## config.mk

```make
export PLATFORM = sky130hd
export DESIGN_NAME = skgc_prep
export DESIGN_NICKNAME = d
export VERILOG_FILES = /design/src/hw/rtl/soft_knee_gain_computer_assert.svh /design/src/hw/rtl/skgc_pkg.sv /design/src/hw/rtl/skgc_prep.sv
export SDC_FILE = /design/constraint.sdc
export NUM_CORES = 2
export LEC_CHECK = 0
export BUFFER_PORTS_ARGS = -buffer_cell sky130_fd_sc_hd__buf_2
export CORE_ASPECT_RATIO = 0.8
export CORE_UTILIZATION = 25
export DETAILED_ROUTE_END_ITERATION = 10
export SLEW_MARGIN = 25
export SYNTH_ARGS = -nofsm -noshare
export SYNTH_HDL_FRONTEND = slang
export SYNTH_SLANG_ARGS = --single-unit
```

## constraint.sdc

```tcl
create_clock -name clk -period 15 [get_ports clk]
set_clock_uncertainty 0.05 [all_clocks]
set_input_delay 3 -clock clk [delete_from_list [all_inputs] [get_ports clk]]
set_output_delay 3 -clock clk [all_outputs]
set_load 0.01 [all_outputs]
```

## src/hw/rtl/soft_knee_gain_computer_assert.svh

```systemverilog
// Assertion macros shared by the gain computer RTL.
`ifndef SOFT_KNEE_GAIN_COMPUTER_ASSERT_SVH
`define SOFT_KNEE_GAIN_COMPUTER_ASSERT_SVH

// Same-cycle implication, checked outside reset.
`define SKGC_ASSERT(lbl, ante, cons) \
  lbl: assert property (@(posedge clk) disable iff (!rst_n) (ante) |-> (cons)) \
    else $error("gain computer assertion failed");

// Next-cycle implication, checked outside reset.
`define SKGC_ASSERT_NEXT(lbl, ante, cons) \
  lbl: assert property (@(posedge clk) disable iff (!rst_n) (ante) |=> (cons)) \
    else $error("gain computer assertion failed");

`endif

```

## src/hw/rtl/skgc_pkg.sv

```systemverilog
// Shared constants, types and codes of the soft-knee gain computer.
package skgc_pkg;

  localparam int FRAC_BITS = 8;
  localparam int LVL_W = 17;
  localparam int KNEE_W = 14;
  localparam int RATIO_W = 15;
  localparam int QW = 26;   // quotient bits, covers every reachable quotient
  localparam int NW = 49;   // dividend magnitude bits
  localparam int DW = 32;   // divisor bits

  localparam logic [16:0] ONE_Q = 17'(1) << FRAC_BITS;
  localparam int RATIO_FLOOR = ((1 << FRAC_BITS) + 99) / 100;
  localparam logic signed [33:0] MIN_DB_W = -(34'sd144 <<< FRAC_BITS);
  localparam logic signed [27:0] OUT_MAX = 28'sd65535;
  localparam logic signed [27:0] OUT_MIN = -28'sd65536;

  typedef enum logic [1:0] {
    REGION_BELOW = 2'd0,
    REGION_KNEE  = 2'd1,
    REGION_ABOVE = 2'd2
  } region_t;

  typedef enum logic [1:0] {
    CFG_THRESHOLD = 2'd0,
    CFG_KNEE      = 2'd1,
    CFG_RATIO     = 2'd2
  } cfg_index_t;

  // One item on its way through the divider stages.
  typedef struct packed {
    logic [NW-1:0]           rem;
    logic [DW-1:0]           den;
    logic [QW-1:0]           q;
    logic                    neg;
    logic signed [LVL_W-1:0] base;
    region_t                 region;
  } div_item_t;

endpackage

```

## src/hw/rtl/skgc_prep.sv

```systemverilog
// Front stages: clamping, region test, products and dividend setup.
module skgc_prep (
  input  logic                                    clk,
  input  logic                                    rst_n,
  input  logic                                    en,
  input  logic                                    in_valid,
  input  logic signed [skgc_pkg::LVL_W-1:0]       level,
  input  logic signed [skgc_pkg::LVL_W-1:0]       thr,
  input  logic [skgc_pkg::KNEE_W-1:0]             knee,
  input  logic [skgc_pkg::RATIO_W-1:0]            ratio,
  output logic                                    out_valid,
  output skgc_pkg::div_item_t                     out_item
);

  // Stage A: clamp operands, find the region.
  logic signed [33:0] xw, tw;
  logic signed [16:0] x_c, t_c;
  logic [13:0] k_c;
  logic [14:0] r_c;
  logic signed [17:0] d;
  logic signed [18:0] twod, kk, e_full;
  skgc_pkg::region_t region_a;

  always_comb begin
    xw = 34'(level);
    tw = 34'(thr);
    x_c = (xw < skgc_pkg::MIN_DB_W) ? skgc_pkg::MIN_DB_W[16:0] : level;
    if (tw < skgc_pkg::MIN_DB_W) begin
      t_c = skgc_pkg::MIN_DB_W[16:0];
    end else if (tw > 34'sd0) begin
      t_c = '0;
    end else begin
      t_c = thr;
    end
    k_c = (knee == '0) ? 14'd1 : knee;
    r_c = (ratio < 15'(skgc_pkg::RATIO_FLOOR)) ? 15'(skgc_pkg::RATIO_FLOOR) : ratio;
    d = 18'(x_c) - 18'(t_c);
    twod = 19'(d) <<< 1;
    kk = $signed({5'b0, k_c});
    if (twod < -kk) begin
      region_a = skgc_pkg::REGION_BELOW;
    end else if (twod <= kk) begin
      region_a = skgc_pkg::REGION_KNEE;
    end else begin
      region_a = skgc_pkg::REGION_ABOVE;
    end
    e_full = twod + kk;
  end

  logic va_r;
  logic signed [16:0] base_a_r;
  skgc_pkg::region_t region_a_r;
  logic signed [17:0] d_a_r;
  logic [15:0] e_a_r;
  logic [13:0] k_a_r;
  logic [14:0] r_a_r;

  always_ff @(posedge clk) begin
    if (!rst_n) begin
      va_r <= 1'b0;
    end else if (en) begin
      va_r <= in_valid;
    end
    if (en) begin
      base_a_r <= (region_a == skgc_pkg::REGION_ABOVE) ? t_c : x_c;
      region_a_r <= region_a;
      d_a_r <= d;
      e_a_r <= e_full[15:0];
      k_a_r <= k_c;
      r_a_r <= r_c;
    end
  end

  // Stage B: square of the knee offset, knee times ratio, gain magnitudes.
  logic vb_r;
  logic signed [16:0] base_b_r;
  skgc_pkg::region_t region_b_r;
  logic [31:0] e2_b_r;
  logic [28:0] kr_b_r;
  logic [16:0] gmag_b_r;
  logic [17:0] dmag_b_r;
  logic [14:0] r_b_r;
  logic neg_b_r;
  logic r_over;

  assign r_over = {2'b0, r_a_r} > skgc_pkg::ONE_Q;

  always_ff @(posedge clk) begin
    if (!rst_n) begin
      vb_r <= 1'b0;
    end else if (en) begin
      vb_r <= va_r;
    end
    if (en) begin
      base_b_r <= base_a_r;
      region_b_r <= region_a_r;
      e2_b_r <= 32'(e_a_r) * 32'(e_a_r);
      kr_b_r <= 29'(k_a_r) * 29'(r_a_r);
      gmag_b_r <= r_over ? ({2'b0, r_a_r} - skgc_pkg::ONE_Q)
                         : (skgc_pkg::ONE_Q - {2'b0, r_a_r});
      dmag_b_r <= d_a_r[17] ? 18'(-d_a_r) : d_a_r;
      r_b_r <= r_a_r;
      neg_b_r <= (region_a_r == skgc_pkg::REGION_KNEE) ? r_over : d_a_r[17];
    end
  end

  // Stage C: dividend magnitude and divisor.
  logic vc_r;
  logic signed [16:0] base_c_r;
  skgc_pkg::region_t region_c_r;
  logic [skgc_pkg::NW-1:0] mag_c_r;
  logic [skgc_pkg::DW-1:0] den_c_r;
  logic neg_c_r;
  logic [skgc_pkg::NW-1:0] mag_c;
  logic [skgc_pkg::DW-1:0] den_c;

  always_comb begin
    case (region_b_r)
      skgc_pkg::REGION_KNEE: begin
        mag_c = skgc_pkg::NW'(gmag_b_r) * skgc_pkg::NW'(e2_b_r);
        den_c = skgc_pkg::DW'(kr_b_r) << 3;
      end
      skgc_pkg::REGION_ABOVE: begin
        mag_c = skgc_pkg::NW'(dmag_b_r) << skgc_pkg::FRAC_BITS;
        den_c = skgc_pkg::DW'(r_b_r);
      end
      default: begin
        mag_c = '0;
        den_c = skgc_pkg::DW'(1);
      end
    endcase
  end

  always_ff @(posedge clk) begin
    if (!rst_n) begin
      vc_r <= 1'b0;
    end else if (en) begin
      vc_r <= vb_r;
    end
    if (en) begin
      base_c_r <= base_b_r;
      region_c_r <= region_b_r;
      mag_c_r <= mag_c;
      den_c_r <= den_c;
      neg_c_r <= neg_b_r;
    end
  end

  // Stage D: add half the divisor so the quotient rounds half away from zero.
  logic vd_r;
  skgc_pkg::div_item_t item_d_r;

  always_ff @(posedge clk) begin
    if (!rst_n) begin
      vd_r <= 1'b0;
    end else if (en) begin
      vd_r <= vc_r;
    end
    if (en) begin
      item_d_r.rem <= mag_c_r + skgc_pkg::NW'(den_c_r >> 1);
      item_d_r.den <= den_c_r;
      item_d_r.q <= '0;
      item_d_r.neg <= neg_c_r;
      item_d_r.base <= base_c_r;
      item_d_r.region <= region_c_r;
    end
  end

  assign out_valid = vd_r;
  assign out_item = item_d_r;

endmodule

```

-- Yosys cells after proc, flatten, opt, wreduce, memory -nomap -nowiden
Cells that the tools add are included.
Widths: inputs -> output; s select.
- output and inout port bits: 128
- bits in registers: 419
- add/subtract/negate cells: 7
- reduce and logical (&&, ||, !) cells: 1
- mux-type cells: 12
- multiply operators: 3
- equal/unequal tests: 4
- magnitude comparators: 7
- operators by type and width (operator ; number):
    $mux 17 ; 6
    $pmux 49 s2 ; 1
    $pmux 32 s2 ; 1
    $add 49x31->49 ; 1
    $mul 17x32->49 ; 1
    $lt 17x17->1 const B ; 2
    $mul 16x16->32 ; 1
    $mul 14x15->29 ; 1
    $le 19x15->1 ; 1
    $lt 19x19->1 ; 1
    $neg 14->19 ; 1
    $neg 18->18 ; 1
    $sub 17x17->18 ; 1
    $gt 17x1->1 const B ; 1
    $add 16x15->16 ; 1
    $sub 15x9->16 const B ; 1
    $sub 9x15->16 const A ; 1
    $gt 15x9->1 const B ; 1
    $lt 15x2->1 const B ; 1
    $logic_not 14->1 ; 1
    $mux 14 ; 1
    $eq 2x1->1 const B ; 2
    $eq 2x2->1 const B ; 2
    $mux 2 ; 2
    $mux 1 ; 1

-- Depth between registers and ports, before layout
- depth after elaboration: 9
- mapped depth: 27
- gate-level depth less buffers: 25

-- Least setup slack after synthesis
Ideal clock, no wire load.
- path type: input port to flip-flop
- from: input thr[1] (netlist bit)
- to: register base_a_r[12], data pin
- library setup time: 0.266 ns
- path buffers: 3
- path slack: 7.067 ns
- arrival time: 7.617 ns
- stages: 24
- path through: nor4_1 a41o_1 inv_1 nor2_1 buf_6 nand2_1 ha_1 o21a_1 o31a_1 or4_4 a31oi_1 nor2b_1 o21a_1 o311a_2 ha_1 nand4_1 nor3_1 a221oi_1 a41oi_1 nor3_2 a311o_1 buf_6 buf_12 mux2i_1
- word-level cells in the longest chain between the ends: 9
- RTL lines (item ; line ; source):
    start: declaration ; skgc_prep.sv:8 ; input logic signed [skgc_pkg::LVL_W-1:0] thr,
    $gt 17x1->1 ; skgc_prep.sv:30 ; end else if (tw > 34'sd0) begin
    $mux 17 ; skgc_prep.sv:30 ;
    $mux 17 * ; skgc_prep.sv:28 ; if (tw < skgc_pkg::MIN_DB_W) begin
    $sub 17x17->18 * ; skgc_prep.sv:37 ; d = 18'(x_c) - 18'(t_c);
    via d[9] ; skgc_prep.sv:20 ; logic signed [17:0] d;
    $le 19x15->1 ; skgc_prep.sv:42 ; end else if (twod <= kk) begin
    $mux 2 ; skgc_prep.sv:42 ;
    $mux 2 * ; skgc_prep.sv:40 ; if (twod < -kk) begin
    $eq 2x2->1 * ; skgc_prep.sv:65 ; base_a_r <= (region_a == skgc_pkg::REGION_ABOVE) ? t_c : x_c;
    $mux 17 * ; skgc_prep.sv:65 ;
    end signal: assignment ; skgc_prep.sv:65 ;
    end: declaration ; skgc_prep.sv:51 ; logic signed [16:0] base_a_r;
The timed path passes the listed nets; every way through them passes the cells marked *.
A chain may end at the register's enable or synchronous reset.

-- Worst setup path in the final report
- from: input thr[1] (netlist bit)
- to: register base_a_r[2], data pin
Same word-level chain as after synthesis.

==> results.ini <==
[clock_network]
clk_latency_ns=0.64
cts_max_level=2
cts.sinks=415
ctsResizeCount=0
cts-root-to-sink-buffers=3
cts_setup_buffers=0
cts_buffers=42
cts_tree=yes
path_clk_slew_ns=0.07
hold_buffers=0
cts-root-buf=clkbuf_16

[sta]
relSlewSlack_pct=24.1
hold_violations=0
worst_pin_slew_ns=1.14
final.min_clock_period_ns=8.77
fin_crit_sh_pct=58.4
fmax_ghz=0.114
final_max_slew_viol_count=0
setup_tns_ns=0
finalSetupViolations=0
rsz0062_at_grt=false

[die]
dieArea_um2=199000
ioPinCount=195
die_x_um=499
num_rows=145
die_h_um=399
core_area_um2=196000
initial_core_util_pct=25.2

[yosys]
ys_seq_area_share_pct=25.2
netlist_instances=4909
yosysTopAreaCell=fa_1
synth-edff-count=411
syn_avg_cell_area_um2=10.1
syn_area_um2=49400
synthArstFlopShare_pct=0
synthTopCellsByArea=fa_1 31%, edfxtp_1 25%, ha_1 11%
ys_types=87
ys_seq_elements=415
synth_top_area_share_pct=30.9
yosys_warnings=0
ys.flop_type=edfxtp_1

[setup_path]
crit_type=in2reg
cp_common_cell=ha_1
ff2ff_setup_slack_ns=7.39
r2r_start=e_a_r[8]
crit_chain=buf_2 -> nor4_1 -> a41o_1 -> inv_1 -> nor2_1 -> nand2_1 -> ha_1 -> nor2b_4 -> o31a_1 -> or4_4 -> a31oi_1 -> nor2b_1 -> o21a_1 -> o311a_2 -> ha_1 -> nand4_1 -> nor3_1 -> a221oi_1 -> a41oi_1 -> nor3_2 -> a311o_2 -> mux2i_1
cp_slowest_cell=a311o_2
cp-end-kind=register
crit_start=thr[1]
crit_path_start_kind=primary input
arrival_ns=9.03
worstPathMaxFanout=18
required_ns=15.26
max_stage_delay_ns=0.65

[final_layout]
area.growth.synth_to_final_pct=9.86
postLayoutCellArea_um2=54200
fin_nets=6226
filler_cell_count=20400
drive_above_1_share_pct=6.15
stdcell_count=7590
layout_common_cells=1,040 x inv_1, 761 x fa_1, 637 x nand2_1
final_common_cell=inv_1

[place]
place_congestion=0.884
io_buffers=168
dp.cells=7507
place_area_um2=52900
hpwl_mm=99.8

[grt]
grt_overflow=0
grt_use_total_pct=13.1
grt_pass1_vias=35600
grt_pass1_wl_mm=205
antenna_found_initial=21
grt_start_max_net_pins=123

[detailed_routing]
drc=0
wirelength_mm=129
vias_per_cell=4.44
dr.pass1.iters=6
ant_nets=0
drt_iter0_drc=2440
vias=33700
drt-wirelength-per-cell_um=17.0

[outcome]
status=finished clean

[flow_run]
drv_cap=0

[min_path]
holdCritPathClass=reg2reg
holdCritStartpoint=base_c_r[1]

cell type report:
class | count | area [µm²] | area share, %
repair buffers | 207 | 1140 | 2.11
clock inverters | 27 | 216 | 0.399
flip-flops and latches | 415 | 12400 | 22.9
diodes | 7 | 17.5 | 0.0323
multi-input cells | 3267 | 32200 | 59.4
well taps | 2572 | 3220 | 5.93
clock buffers | 49 | 1080 | 1.99
inverters | 1046 | 3930 | 7.24
critical path: cells and delay by family:
| family | cells | cell delay (ns) |
|---|---|---|
| buffers and inverters | 2 | 0.16 |
| and+or+nand+nor | 9 | 2.39 |
| adders and majority gates | 2 | 0.78 |
| AOI/OAI and AO/OA | 8 | 2.48 |
| muxes | 1 | 0.20 |
per-stage QoR:
step                utilization, %  setup slack (ns)  hold WS, ns
floorplan                        -              7.07        0.350
global placement              27.0              5.50        0.351
detailed placement            27.0              5.73        0.355
CTS                           27.7              6.33        0.356
global route                  27.7              5.89        0.368
finish                        27.7              6.23        0.360
cell usage after synthesis (13+ instances only):
cell type     n
inv_1      1040
fa_1        761
nand2_1     637
ha_1        419
edfxtp_1    411
and2_1      317
clkbuf_1    186
a21oi_1     152
nor2_1      147
xnor2_1     147
o21ai_0      94
a21o_1       74
xor2_1       57
nand2b_1     41
nand3_1      31
nor2b_1      28
buf_4        26
nor3_1       26
nand4_1      25
mux2i_1      23
o21bai_1     23
a31oi_1      20
o21a_1       20
and3_1       17
a211oi_1     15
a22o_1       14
nor4_1       13
o21ai_1      13
state kept, by name, indices dropped and copies added (netlist names), 2 cells and up:
| signal | flops |
|---|---|
| k_a_r | 13 |
| kr_b_r | 29 |
| e_a_r | 16 |
| region_b_r | 2 |
| d_a_r | 18 |
| region_c_r | 2 |
| base_a_r | 17 |
| base_b_r | 17 |
| gmag_b_r | 16 |
| region_a_r | 2 |
| mag_c_r | 49 |
| base_c_r | 17 |
| dmag_b_r | 18 |
| r_b_r | 14 |
| r_a_r | 15 |
| den_c_r | 32 |
| e2_b_r | 31 |
| out_item | 101 |
routing by layer:
metal | part of all wire, % | GRT usage (%) | wire length, µm
met5 | 0.13 | 0 | 165
met4 | 1.8 | 2.52 | 2320
met3 | 7.6 | 2.73 | 9770
met2 | 44 | 20.8 | 57000
met1 | 46 | 18.3 | 59800
worst paths after layout:
check	endpoint	cells after the start
worst max-delay path	base_a_r[2]	22
worst min-delay path	out_item[3]	0
worst max register to register	e2_b_r[30]	23
worst min register to register	out_item[3]	0
cells by family after synthesis:
family,count (synthesis),share of synthesized area (%)
simple gates,1318,12.7
buf+inv,1263,9.88
fa+ha+maj,1180,41.5
compound gates,502,6.60
flops,415,25.2
xor+xnor,204,3.62
mux,25,0.512
other cells,2,0.0152
Power is not shown: default switching activity piles up to over one toggle a cycle in this logic, so the estimate is an artifact.
