<file path="src/hw/rtl/soft_knee_gain_computer_assert.svh">
// Assertion macros shared by the gain computer RTL.
`ifndef SOFT_KNEE_GAIN_COMPUTER_ASSERT_SVH
`define SOFT_KNEE_GAIN_COMPUTER_ASSERT_SVH

// Same-cycle implication, checked outside reset.
`define SKGC_ASSERT(lbl, ante, cons) \
  lbl: assert property (@(posedge clk) disable iff (!rst_n) (ante) |-> (cons)) \
    else $error("gain computer assertion failed");

// Next-cycle implication, checked outside reset.
`define SKGC_ASSERT_NEXT(lbl, ante, cons) \
  lbl: assert property (@(posedge clk) disable iff (!rst_n) (ante) |=> (cons)) \
    else $error("gain computer assertion failed");

`endif

</file>
<file path="src/hw/rtl/skgc_pkg.sv">
// Shared constants, types and codes of the soft-knee gain computer.
package skgc_pkg;

  localparam int FRAC_BITS = 8;
  localparam int LVL_W = 17;
  localparam int KNEE_W = 14;
  localparam int RATIO_W = 15;
  localparam int QW = 26;   // quotient bits, covers every reachable quotient
  localparam int NW = 49;   // dividend magnitude bits
  localparam int DW = 32;   // divisor bits

  localparam logic [16:0] ONE_Q = 17'(1) << FRAC_BITS;
  localparam int RATIO_FLOOR = ((1 << FRAC_BITS) + 99) / 100;
  localparam logic signed [33:0] MIN_DB_W = -(34'sd144 <<< FRAC_BITS);
  localparam logic signed [27:0] OUT_MAX = 28'sd65535;
  localparam logic signed [27:0] OUT_MIN = -28'sd65536;

  typedef enum logic [1:0] {
    REGION_BELOW = 2'd0,
    REGION_KNEE  = 2'd1,
    REGION_ABOVE = 2'd2
  } region_t;

  typedef enum logic [1:0] {
    CFG_THRESHOLD = 2'd0,
    CFG_KNEE      = 2'd1,
    CFG_RATIO     = 2'd2
  } cfg_index_t;

  // One item on its way through the divider stages.
  typedef struct packed {
    logic [NW-1:0]           rem;
    logic [DW-1:0]           den;
    logic [QW-1:0]           q;
    logic                    neg;
    logic signed [LVL_W-1:0] base;
    region_t                 region;
  } div_item_t;

endpackage

</file>
<file path="src/hw/rtl/skgc_div_step.sv">
// One restoring division step that settles a single quotient bit.
module skgc_div_step #(
  parameter int BIT = 0
) (
  input  logic                clk,
  input  logic                rst_n,
  input  logic                en,
  input  logic                in_valid,
  input  skgc_pkg::div_item_t in_item,
  output logic                out_valid,
  output skgc_pkg::div_item_t out_item
);

  localparam int CW = skgc_pkg::DW + skgc_pkg::QW;

  logic [CW-1:0] trial;
  logic ge;
  skgc_pkg::div_item_t item_nxt;

  always_comb begin
    trial = CW'(in_item.den) << BIT;
    ge = CW'(in_item.rem) >= trial;
    item_nxt = in_item;
    if (ge) begin
      item_nxt.rem = in_item.rem - trial[skgc_pkg::NW-1:0];
      item_nxt.q[BIT] = 1'b1;
    end
  end

  logic valid_r;
  skgc_pkg::div_item_t item_r;

  always_ff @(posedge clk) begin
    if (!rst_n) begin
      valid_r <= 1'b0;
    end else if (en) begin
      valid_r <= in_valid;
    end
    if (en) begin
      item_r <= item_nxt;
    end
  end

  assign out_valid = valid_r;
  assign out_item = item_r;

endmodule

</file>
<file path="config.mk">
export PLATFORM = sky130hd
export DESIGN_NAME = skgc_div_step
export DESIGN_NICKNAME = d
export VERILOG_FILES = /design/src/hw/rtl/soft_knee_gain_computer_assert.svh /design/src/hw/rtl/skgc_pkg.sv /design/src/hw/rtl/skgc_div_step.sv
export SDC_FILE = /design/constraint.sdc
export NUM_CORES = 1
export LEC_CHECK = 0
export BUFFER_PORTS_ARGS = -buffer_cell sky130_fd_sc_hd__buf_2
export CAP_MARGIN = 5
export CORE_MARGIN = 4
export CORE_UTILIZATION = 35
export DETAILED_ROUTE_END_ITERATION = 6
export GPL_ROUTABILITY_DRIVEN = 0
export SLEW_MARGIN = 20
export SYNTH_ARGS = -nofsm -noshare
export SYNTH_HDL_FRONTEND = slang
export SYNTH_SLANG_ARGS = --single-unit
</file>
<file path="constraint.sdc">
create_clock -name clk -period 6.9 [get_ports clk]
set_clock_uncertainty 0.05 [all_clocks]
set_input_delay 0 -clock clk [delete_from_list [all_inputs] [get_ports clk]]
set_output_delay 0 -clock clk [all_outputs]
set_load 0.05 [all_outputs]
</file>
* After elaboration in Yosys (flattened, before gate mapping) *
Cells that the tools add are included.

storage, ports and cells
  bits in registers = 128
  input bits = 131

operators by class
  add/sub/neg operators = 1
  magnitude comparators = 1
  multiplexer cells = 1

operator list
  operator                                          count
  49-bit by 32-bit >= comparator with 1-bit output  1
  49-bit 2-to-1 mux                                 1
  49-bit by 32-bit subtractor with 49-bit output    1

* Logic depth before layout (Yosys ltp) *
Gate-level depths: netlist of run 1.

  depth after elaboration = 2
  gate-level depth with buffers = 13
  gate-level depth less buffers = 11

* Worst setup path before layout of run 1 *
Ideal clock, no wire load.

  kind = input-to-reg
  start = input port in_item[78] in the netlist's numbering
  end = register item_r (netlist bit out_item[104]), data pin
  data arrival time = 2.113 ns
  slack = 4.475 ns
  stages = 11
  cells stage by stage = inv_1 ha_1 fa_1 nor2b_1 o2111ai_1 a211oi_1 o211ai_1 a21oi_1 o21ai_0 a211oi_1 nor3b_2

RTL lines
  what                  line                 source
  from (decl)           skgc_div_step.sv:9   input skgc_pkg::div_item_t in_item,
  to (signal assigned)  skgc_div_step.sv:40  item_r <= item_nxt;
  to (decl)             skgc_div_step.sv:31  skgc_pkg::div_item_t item_r;

==> flow_summary_export.csv, run 1 <==
group,metric,value,unit
run_status,status,"finished clean",
worst_setup_path,r2r_end,"out_valid$_SDFFE_PN0P_",
route,wl_per_cell,17.2,um
synth,syn_nets,751,
sta,finalSetupTns,0,ps
cts,cts_buffers,17,
sta,fmax,287,MHz
power,intPower,1.67,mW
layout,fin_util,0.537,
grt,grt_antenna_before_repair,0,
layout,layout_common_cells,"buf_2 (257), dlygate4sd3_1 (131), edfxtp_1 (127)",
grt,grt_pass1_wl,33200,um
route,vias,5944,
place,portBuffers,258,
die,ios,259,
power,pwr-share-comb,0.275,
layout,layout.cells.non_filler,1223,
synth,synth_seq_cells,128,
grt,grt_overflow,0,
hold_path,holdCritStartpoint,"in_item[31]",
route,drtIter0Drc,407,
worst_setup_path,cp-start-kind,"input port",
worst_setup_path,cpPeakStageDelay,520,ps
hold_path,hp-class,"in2reg",
die,die_x,146,um
cts,clock_sinks,128,
cts,clkTransAtPathRegs,60,ps
synth,synth_edf_count,127,
synth,yosysSeqAreaShare,0.571,
worst_setup_path,r2r-start,"out_valid$_SDFFE_PN0P_",
layout,layout.nets,1140,
cts,cts_tree,"done",
cts,clockBufferDepth,2,
worst_setup_path,worstSetupPathType,"in2reg",
synth,ys.warnings.count,0,
sta,hold_viol,0,
place,dpl.hpwl,15100,um
cts,worstSkewPairLatency,420,ps
route,drc_errors,0,
layout,fillers,1634,
layout,antennaDiodeCount,0,
job,cap_violations,0,
die,die_h,146,um
route,drt_wl_total,21000,um
route,antenna_left,0,
power,switching_share,0.345,
power,switching_power,881,uW
grt,grt_max_degree,82,
worst_setup_path,r2r_slack,5680,ps
route,drt_pass1_iterations,5,
sta,slew_headroom,0.310,
place,dp_cells,1060,
worst_setup_path,cp-end-kind,"flip-flop",
cts,cts_resized,0,
layout,syn2layout_area_growth,50.2,%
grt,grt_pass1_vias,6135,
layout,drive_above_1_share,0.310,
worst_setup_path,rr_worst_depth,3,
synth,synthSimpleGateAreaFrac,0.139,
hold_path,hold_end,"out_item[31]$_DFFE_PP_",
die,start_util,0.358,
route,vias_per_cell,4.86,
sta,slew_violations,0,
worst_setup_path,slowest_stage,"dlygate4sd3_1",
sta,max_slew.worst_pin.slew,1040,ps
synth,synth_xor_area_frac,0.0548,
worst_setup_path,cp.required,7020,ps
sta,timing.hold.ws,234,ps
synth,synth_compound_area_frac,0.125,
power,seqPwrFrac,0.379,
synth,syn_inst,587,
power,p_leak,4.29,nW
grt,gr-usage-all-layers,0.196,
die,rows,50,
power,total_power,2.56,mW
sta,rsz0062_at_grt,"no",
worst_setup_path,crit_arrival,3590,ps
layout,layout_commonest_cell,"buf_2",
sta,finalCritPeriodShare,0.504,
synth,ys_async_sr_fraction,0,
sta,period_minus_slack,3480,ps
cts,ctsHtreeMaxLevel,4,
cts,cts_root_buf,"clkbuf_16",
worst_setup_path,cp_max_fo,38,
synth,synth.area.mux_share,0.00597,
synth,synth_cell_type_count,58,
worst_setup_path,path_cells,"dlygate4sd3_1 -> buf_2 -> inv_1 -> ha_1 -> a21oi_1 -> o21ai_0 -> a211oi_1 -> or3_1 -> o211ai_1 -> or2_2 -> buf_4 -> nand4_1 -> xnor2_1",
worst_setup_path,critPathBufInv,4,
die,core,18800,um2
synth,syn_area,6710,um2
synth,synthFlopType,"edfxtp_1",
power,ir_drop,165,uV
die,die_area,21500,um2
power,cellPowerDensity,253,nW/um2
hold_path,holdPathStages,2,
synth,synth_adder_area_share,0.0626,
sta,finalSetupViolCount,0,
power,pwr-share-clk,0.346,
synth,synth.avg_cell_area,11.4,um2
worst_setup_path,critical_path.top_delay_family,"buffers and inverters",
synth,synth_top_family_by_area,"simple AND/OR/NAND/NOR gates",
## worst max-delay path by stage
stage,from,to,cells past startpoint
2_1_floorplan,in_item[78],out_item[104]$_DFFE_PP_,11
3_3_place_gp,in_item[62],out_item[114]$_DFFE_PP_,12
3_5_place_dp,in_item[60],out_item[124]$_DFFE_PP_,12
4_1_cts,in_item[47],out_item[118]$_DFFE_PP_,13
5_1_grt,in_item[68],out_item[124]$_DFFE_PP_,13
6_report,in_item[68],out_item[124]$_DFFE_PP_,13
## metrics by stage
stage	setup slack, ps	instance area, um2
after CTS	3420	10100
final	3420	10100
after detailed placement	3520	8200
after global routing	3040	10100
after floorplan	4470	6710
after global placement	3520	8200
## state kept, by name (all words and copies together), names as in the netlist
register   count
out_item     127
out_valid      1
## routing by layer
layer  share of wire  track usage  vias up
li1                -            -     2964
met1            0.43        0.251     2737
met2            0.49        0.332      227
met3           0.067       0.0531       16
met4          0.0095       0.0480        0
met5               0            0        -
## cells in the mapped netlist (3+ instances only)
| cell type | count | area, um2 |
|---|---|---|
| a211oi_1 | 6 | 45.0 |
| a21o_1 | 6 | 45.0 |
| a21oi_1 | 59 | 295 |
| a31oi_1 | 6 | 37.5 |
| and3_1 | 5 | 31.3 |
| buf_2 | 12 | 60.1 |
| buf_6 | 3 | 33.8 |
| clkbuf_1 | 5 | 18.8 |
| edfxtp_1 | 127 | 3810 |
| ha_1 | 32 | 400 |
| inv_1 | 41 | 154 |
| nand2_1 | 36 | 135 |
| nand2b_1 | 6 | 37.5 |
| nand3_1 | 15 | 75.1 |
| nand4_1 | 16 | 100 |
| nor2_1 | 50 | 188 |
| nor2b_1 | 7 | 43.8 |
| nor3_1 | 11 | 55.1 |
| nor3_2 | 3 | 30.0 |
| nor4_1 | 8 | 50.1 |
| o211ai_1 | 8 | 60.1 |
| o21a_1 | 4 | 30.0 |
| o21ai_0 | 25 | 125 |
| o21bai_1 | 5 | 37.5 |
| or3_1 | 6 | 37.5 |
| or4_1 | 5 | 37.5 |
| xnor2_1 | 25 | 219 |
| xor2_1 | 17 | 149 |
## worst register-to-register path, delay by kind of cell (launching register included)
family,cells,cell delay (ps)
buffers and inverters,1,560
and+or+nand+nor,1,70
muxes,1,130
DFF,1,310
## layout make-up
cell class | count | area (um2) | share of cell area
flip-flops and latches | 128 | 3830 | 0.380
repair buffers | 391 | 2620 | 0.260
clock inverters | 15 | 148 | 0.0146
well taps | 234 | 293 | 0.0290
clock buffers | 17 | 425 | 0.0422
inverters | 41 | 154 | 0.0153
multi-input cells | 397 | 2610 | 0.258
## cell families after synthesis
group	count (synthesis)
AND/OR/NAND/NOR	182
AO/OA/AOI/OAI	137
flip-flops	128
buffers and inverters	62
XOR/XNOR	42
adder cells (fa/ha/maj)	33
multiplexers	3
## timing repair
item,CTS,global route
hold buffers,131,0
buffers inserted,0,0
hold endpoints to repair,174,0
endpoints found under the setup margin,0,0
## power groups by stage
stage / registers [mW] / clock network, mW / logic (mW)
floorplan: 1.26 / 0 / 0.182
global placement: 0.983 / 0 / 0.642
detailed placement: 0.984 / 0 / 0.643
CTS: 0.968 / 0.908 / 0.706
global route: 0.977 / 0.941 / 0.751
finish: 0.969 / 0.884 / 0.702
Note: power is estimated with default switching activity, not from simulation.
==> run 2: changes to the inputs <==
--- a/config.mk
+++ b/config.mk
@@ -5,6 +5,7 @@
 export SDC_FILE = /design/constraint.sdc
 export NUM_CORES = 1
 export LEC_CHECK = 0
+export ABC_AREA = 1
 export BUFFER_PORTS_ARGS = -buffer_cell sky130_fd_sc_hd__buf_2
 export CAP_MARGIN = 5
 export CORE_MARGIN = 4
==> constraint.sdc (replaced) <==
create_clock -name clk -period 3.34 [get_ports clk]
set_clock_uncertainty 0.05 [all_clocks]
set_input_delay 0 -clock clk [delete_from_list [all_inputs] [get_ports clk]]
set_output_delay 0 -clock clk [all_outputs]
set_load 0.05 [all_outputs]
==> run 2 against run 1 <==
Effect of this change: area after synthesis grew 23%; register-to-register slack worse by 3600 ps; sequential cell count unchanged; final cell count grew 50%; critical path depth rose by 1; total power grew 120%; synthesized cell count increased by 88%; sequential power is 110% higher; combinational power up 130%; hold slack lost 170 ps; critical path type unchanged.
==> flow_summary_export.csv, run 2 <==
group,metric,value,unit
grt,grt_pass1_vias,7799,
cts,clockBufferDepth,2,
cts,post-cts-setup-buffer-count,0,
worst_setup_path,cp.required,3410,ps
sta,period_minus_slack,2580,ps
grt,grt_pass1_wl,40800,um
grt,grt_overflow,0,
synth,syn_inst,1106,
layout,antennaDiodeCount,0,
route,drt_wl_total,26900,um
die,start_util,0.360,
sta,finalSetupTns,0,ps
sta,hold_viol,0,
cts,cts_tree,"done",
synth,synth_xor_area_frac,0.0202,
sta,slew_headroom,0.472,
sta,finalSetupViolCount,0,
die,die_h,162,um
place,portBuffers,258,
route,drt_pass1_iterations,5,
cts,clkTransAtPathRegs,60,ps
hold_path,hp-class,"in2reg",
layout,layout_commonest_cell,"nand2_1",
die,die_x,162,um
run_status,status,"finished clean",
grt,grt_max_degree,75,
worst_setup_path,cp-end-kind,"flip-flop",
synth,ys.warnings.count,0,
sta,finalCritPeriodShare,0.773,
synth,synth_adder_area_share,0.0509,
sta,rsz0062_at_grt,"no",
synth,synth.area.mux_share,0,
synth,synth_top_family_by_area,"simple AND/OR/NAND/NOR gates",
synth,synthFlopType,"edfxtp_1",
power,ir_drop,238,uV
cts,worstSkewPairLatency,420,ps
layout,syn2layout_area_growth,42.6,%
synth,synth.avg_cell_area,7.47,um2
synth,synth_edf_count,127,
synth,synth_compound_area_frac,0.0224,
route,vias_per_cell,4.45,
grt,grt_antenna_before_repair,0,
synth,synthSimpleGateAreaFrac,0.323,
sta,max_slew.worst_pin.slew,791,ps
job,cap_violations,0,
die,ios,259,
route,vias,8144,
cts,clock_sinks,128,
synth,synth_area_leaders,"edfxtp_1 (46%), nand2_1 (19%), inv_1 (11%)",
die,core,22900,um2
layout,largest_reg_flops,127,
synth,yosysTopAreaCellShare,0.462,
worst_setup_path,crit_arrival,2660,ps
grt,gr-usage-all-layers,0.199,
layout,fin_util,0.514,
synth,syn_area,8260,um2
layout,layout.nets,1669,
route,antenna_left,0,
synth,yosysSeqAreaShare,0.464,
power,cellPowerDensity,469,nW/um2
route,wl_per_cell,14.7,um
route,drtIter0Drc,648,
synth,synth_cell_type_count,31,
cts,cts_buffers,17,
cts,cts_root_buf,"clkbuf_16",
place,dpl.hpwl,20500,um
layout,drive_above_1_share,0.219,
layout,layout_common_cells,"nand2_1 (427), buf_2 (257), inv_1 (234)",
worst_setup_path,cp_max_fo,43,
die,rows,55,
synth,synth_seq_cells,128,
worst_setup_path,cp-start-kind,"input port",
cts,cts_resized,0,
synth,synth_most_common_cell,"nand2_1",
synth,syn_nets,1270,
sta,fmax,387,MHz
die,die_area,26100,um2
synth,yosys.area.top_type,"edfxtp_1",
sta,slew_violations,0,
synth,ys_async_sr_fraction,0,
cts,cts_hold_buf,129,
cts,ctsHtreeMaxLevel,4,
worst_setup_path,worstSetupPathType,"in2reg",
power,p_leak,6.07,nW
route,drc_errors,0,
synth,synthTopCellsByCount,"nand2_1 (427), inv_1 (234), edfxtp_1 (127), nor2_1 (85), nand3_1 (57)",
==> run 2: cell count changes in the layout (fill, tap and decap cells not counted), moves of 24 or more <==
cell	previous run	this run
nand3_1	15	57
xnor2_1	25	1
a21oi_1	59	30
nand2_1	36	427
nor2_1	50	85
inv_1	41	234
==> run 2: kinds of logic (layout without fill, tap and decap cells) <==
| family | Yosys count | after routing |
|---|---|---|
| fa+ha+maj | 33 | 33 |
| buf+inv | 251 | 663 |
| flops | 128 | 128 |
| compound gates | 37 | 37 |
| simple gates | 638 | 638 |
| xor+xnor | 19 | 19 |
==> run 2: area by class of cell <==
| class | count | area, um2 |
|---|---|---|
| Clock inverter | 14 | 158 |
| Fill cell | 2249 | 11100 |
| Sequential cell | 128 | 3830 |
| Clock buffer | 18 | 429 |
| Timing Repair Buffer | 389 | 2620 |
| Tap cell | 313 | 392 |
| Multi-Input combinational cell | 727 | 3440 |
| Inverter | 242 | 908 |
==> run 2: per-layer routing <==
layer,up-vias,track usage,wire [um]
met1,3584,0.263,12000
met4,0,0.0543,404
met3,32,0.0490,2080
met2,321,0.326,12300
met5,-,0,0
li1,4207,-,-
==> run 2: power breakdown <==
| part | internal, mW | switching (mW) |
|---|---|---|
| clock network | 1.11 | 0.794 |
| logic | 0.470 | 1.14 |
| registers | 1.96 | 0.0377 |
| total | 3.54 | 1.97 |
==> run 2: final timing paths <==
kind	depth (start not counted)	start	to	slack (ps)
max	14	in_item[57]	out_item[116]$_DFFE_PP_	760
min reg2reg	3	out_valid$_SDFFE_PN0P_	out_valid$_SDFFE_PN0P_	1050
min	1	en	out_item[77]$_DFFE_PP_	60
max reg2reg	3	out_valid$_SDFFE_PN0P_	out_valid$_SDFFE_PN0P_	2080
==> run 2: metrics by stage <==
stage / setup WS, ps / power [mW] / std cells / area, um2 / hold slack (ps)
floorplan: 1550 / 3.09 / 1106 / 8260 / 43.5
global placement: 909 / 3.51 / 1670 / 9890 / 126
detailed placement: 859 / 3.52 / 1670 / 9890 / 128
CTS: 727 / 5.58 / 1831 / 11800 / 70.3
global route: 529 / 5.79 / 1831 / 11800 / 92.9
finish: 757 / 5.52 / 1831 / 11800 / 61.8
==> run 2: worst max-delay path, cell delays in order <==
cell and delay, ps:
dlygate4sd3_1 540, buf_2 130, inv_1 40, ha_1 330
nand2_1 130, inv_1 50, nand2_1 60, nand2_1 110
a21oi_1 240, nand2_2 120, nand2_4 110, nand2_4 50
inv_2 570, a21oi_1 150
==> run 3: changes to the inputs <==
--- a/config.mk
+++ b/config.mk
@@ -5,7 +5,7 @@
 export SDC_FILE = /design/constraint.sdc
 export NUM_CORES = 1
 export LEC_CHECK = 0
-export ABC_AREA = 1
+export ABC_AREA = 0
 export BUFFER_PORTS_ARGS = -buffer_cell sky130_fd_sc_hd__buf_2
 export CAP_MARGIN = 5
 export CORE_MARGIN = 4
==> constraint.sdc (replaced) <==
create_clock -name clk -period 2.54 [get_ports clk]
set_clock_uncertainty 0.05 [all_clocks]
set_input_delay 0 -clock clk [delete_from_list [all_inputs] [get_ports clk]]
set_output_delay 0 -clock clk [all_outputs]
set_load 0.05 [all_outputs]
==> run 3 against run 2 <==
Effect of this change: largest cell class unchanged; register-to-register slack got worse by 740 ps; final cell count shrank 28%; hold slack worse by 45 ps; final area down 7.2%; sequential power rose by 31%; sequential share of layout area grew 2.5 points; first-iteration DRC count is 33% lower; non-clock buffer count is 97 higher; total power increased by 29%; clock-buffer cell count decreased by 1; critical endpoint is now out_item[108]$_DFFE_PP_; setup slack got worse by 650 ps.
==> flow_summary_export.csv, run 3 (synthesized netlist as in run 1, its figures left out) <==
group,metric,value,unit
layout,register_area,3830,um2
grt,grt_pass1_vias,6561,
sta,max_slew.worst_pin.slew,760,ps
die,die_h,146,um
place,dpl.hpwl,15700,um
sta,hold_viol,0,
cts,worstSkewPairLatency,430,ps
route,vias,6357,
worst_setup_path,cp.required,2660,ps
cts,cts_root_buf,"clkbuf_16",
grt,grt.busiest_layer,"met2",
die,start_util,0.358,
route,wl_per_cell,16.7,um
worst_setup_path,cp-end-kind,"flip-flop",
cts,cts_tree,"done",
sta,period_minus_slack,2430,ps
grt,met2_usage,0.342,
grt,met3_usage,0.0528,
route,drt_wl_total,22000,um
layout,syn2layout_area_growth,62.8,%
sta,slew_headroom,0.488,
worst_setup_path,cp_max_fo,5,
worst_setup_path,worstSetupPathType,"in2reg",
route,drt_pass1_iterations,4,
sta,fmax,411,MHz
run_status,status,"finished clean",
route,antenna_left,0,
die,die_area,21500,um2
grt,grt_max_degree,65,
grt,gr-usage-all-layers,0.203,
die,die_x,146,um
cts,clockBufferDepth,2,
worst_setup_path,crit_arrival,2550,ps
layout,largest_reg_flops,127,
cts,cts_buffers,17,
cts,ctsHtreeMaxLevel,4,
sta,slew_violations,0,
cts,clkTransAtPathRegs,60,ps
power,p_leak,4.79,nW
grt,grt_use_met1,0.254,
layout,layout_commonest_cell,"buf_2",
die,ios,259,
die,core,18800,um2
grt,grt_pass1_wl,34500,um
place,portBuffers,258,
sta,finalCritPeriodShare,0.957,
layout,antennaDiodeCount,0,
grt,grt_antenna_before_repair,0,
sta,finalSetupViolCount,0,
die,rows,50,
job,cap_violations,0,
power,total_power,7.14,mW
layout,fillers,1594,
power,ir_drop,480,uV
route,drtIter0Drc,431,
hold_path,hp-class,"in2reg",
layout,drive_above_1_share,0.385,
layout,layout_common_cells,"buf_2 (257), dlygate4sd3_1 (129), edfxtp_1 (127)",
layout,layout.nets,1235,
grt,grt_overflow,0,
route,vias_per_cell,4.82,
sta,setup_ws,109,ps
worst_setup_path,cp-start-kind,"input port",
sta,timing.hold.ws,16.5,ps
layout,multi_input_area,2710,um2
power,cellPowerDensity,653,nW/um2
cts,clock_sinks,128,
route,drc_errors,0,
place,pre_cts_slack,-260,ps
-- run 3: cell count changes in the layout (fill, tap and decap cells not counted), sizes merged, moves of 18 or more --
cell	before	now
buf	260	357
a21oi	30	59
inv	245	48
xnor2	1	25
nand2	450	36
o21ai	7	25
nand3	58	16
nor2	96	51
-- run 3: final timing paths --
check                                            start                 endpoint  slack (ps)  depth (start not counted)
worst max-delay path                       in_item[73]  out_item[108]$_DFFE_PP_         110                         15
worst min-delay path                                en   out_item[16]$_DFFE_PP_          20                          1
worst max register to register  out_valid$_SDFFE_PN0P_   out_valid$_SDFFE_PN0P_        1340                          3
worst min register to register  out_valid$_SDFFE_PN0P_   out_valid$_SDFFE_PN0P_        1020                          3
-- run 3: metal layers --
layer / routed length, um / vias to the layer above
li1: - / 3150
met1: 9390 / 2945
met2: 10700 / 235
met3: 1390 / 27
met4: 464 / 0
met5: 0 / -
-- run 3: layout make-up --
| class | count | area share |
|---|---|---|
| inverters | 41 | 0.0141 |
| repair buffers | 486 | 0.308 |
| clock buffers | 17 | 0.0389 |
| flip-flops and latches | 128 | 0.351 |
| well taps | 234 | 0.0268 |
| clock inverters | 15 | 0.0136 |
| multi-input cells | 397 | 0.248 |
-- run 3: what timing repair did --
action                                  in CTS  in global routing
hold buffers                               129                  0
buffers inserted                             0                  0
endpoints found under the setup margin       0                 34
gates resized for setup                      0                 21
hold endpoints to repair                   128                  0
-- run 3: metrics by stage --
| stage | instances | area [um2] | utilization | TNS [ps] |
|---|---|---|---|---|
| floorplan | 587 | 6710 | - | 0 |
| global placement | 1157 | 8960 | 0.478 | -3110 |
| detailed placement | 1157 | 8960 | 0.478 | -3690 |
| CTS | 1318 | 10800 | 0.577 | 0 |
| global route | 1318 | 10900 | 0.582 | -9.07 |
| finish | 1318 | 10900 | 0.582 | 0 |
-- run 3: worst max-delay path, stage by stage --
cell           delay [ps]
dlygate4sd3_1         520
buf_2                 110
inv_1                  70
ha_4                  280
nand2_1                80
buf_4                 140
nor2_2                100
nor2_1                 50
or3_1                 320
o211ai_1              160
buf_4                 190
nor2_4                 50
buf_4                 160
nor4_4                270
nor3_2                 50
-- run 3: where the power goes --
group	switching, mW	internal [mW]	total [mW]
Clock	1.03	1.37	2.41
Combinational	1.36	0.739	2.10
Sequential	0.0502	2.58	2.63
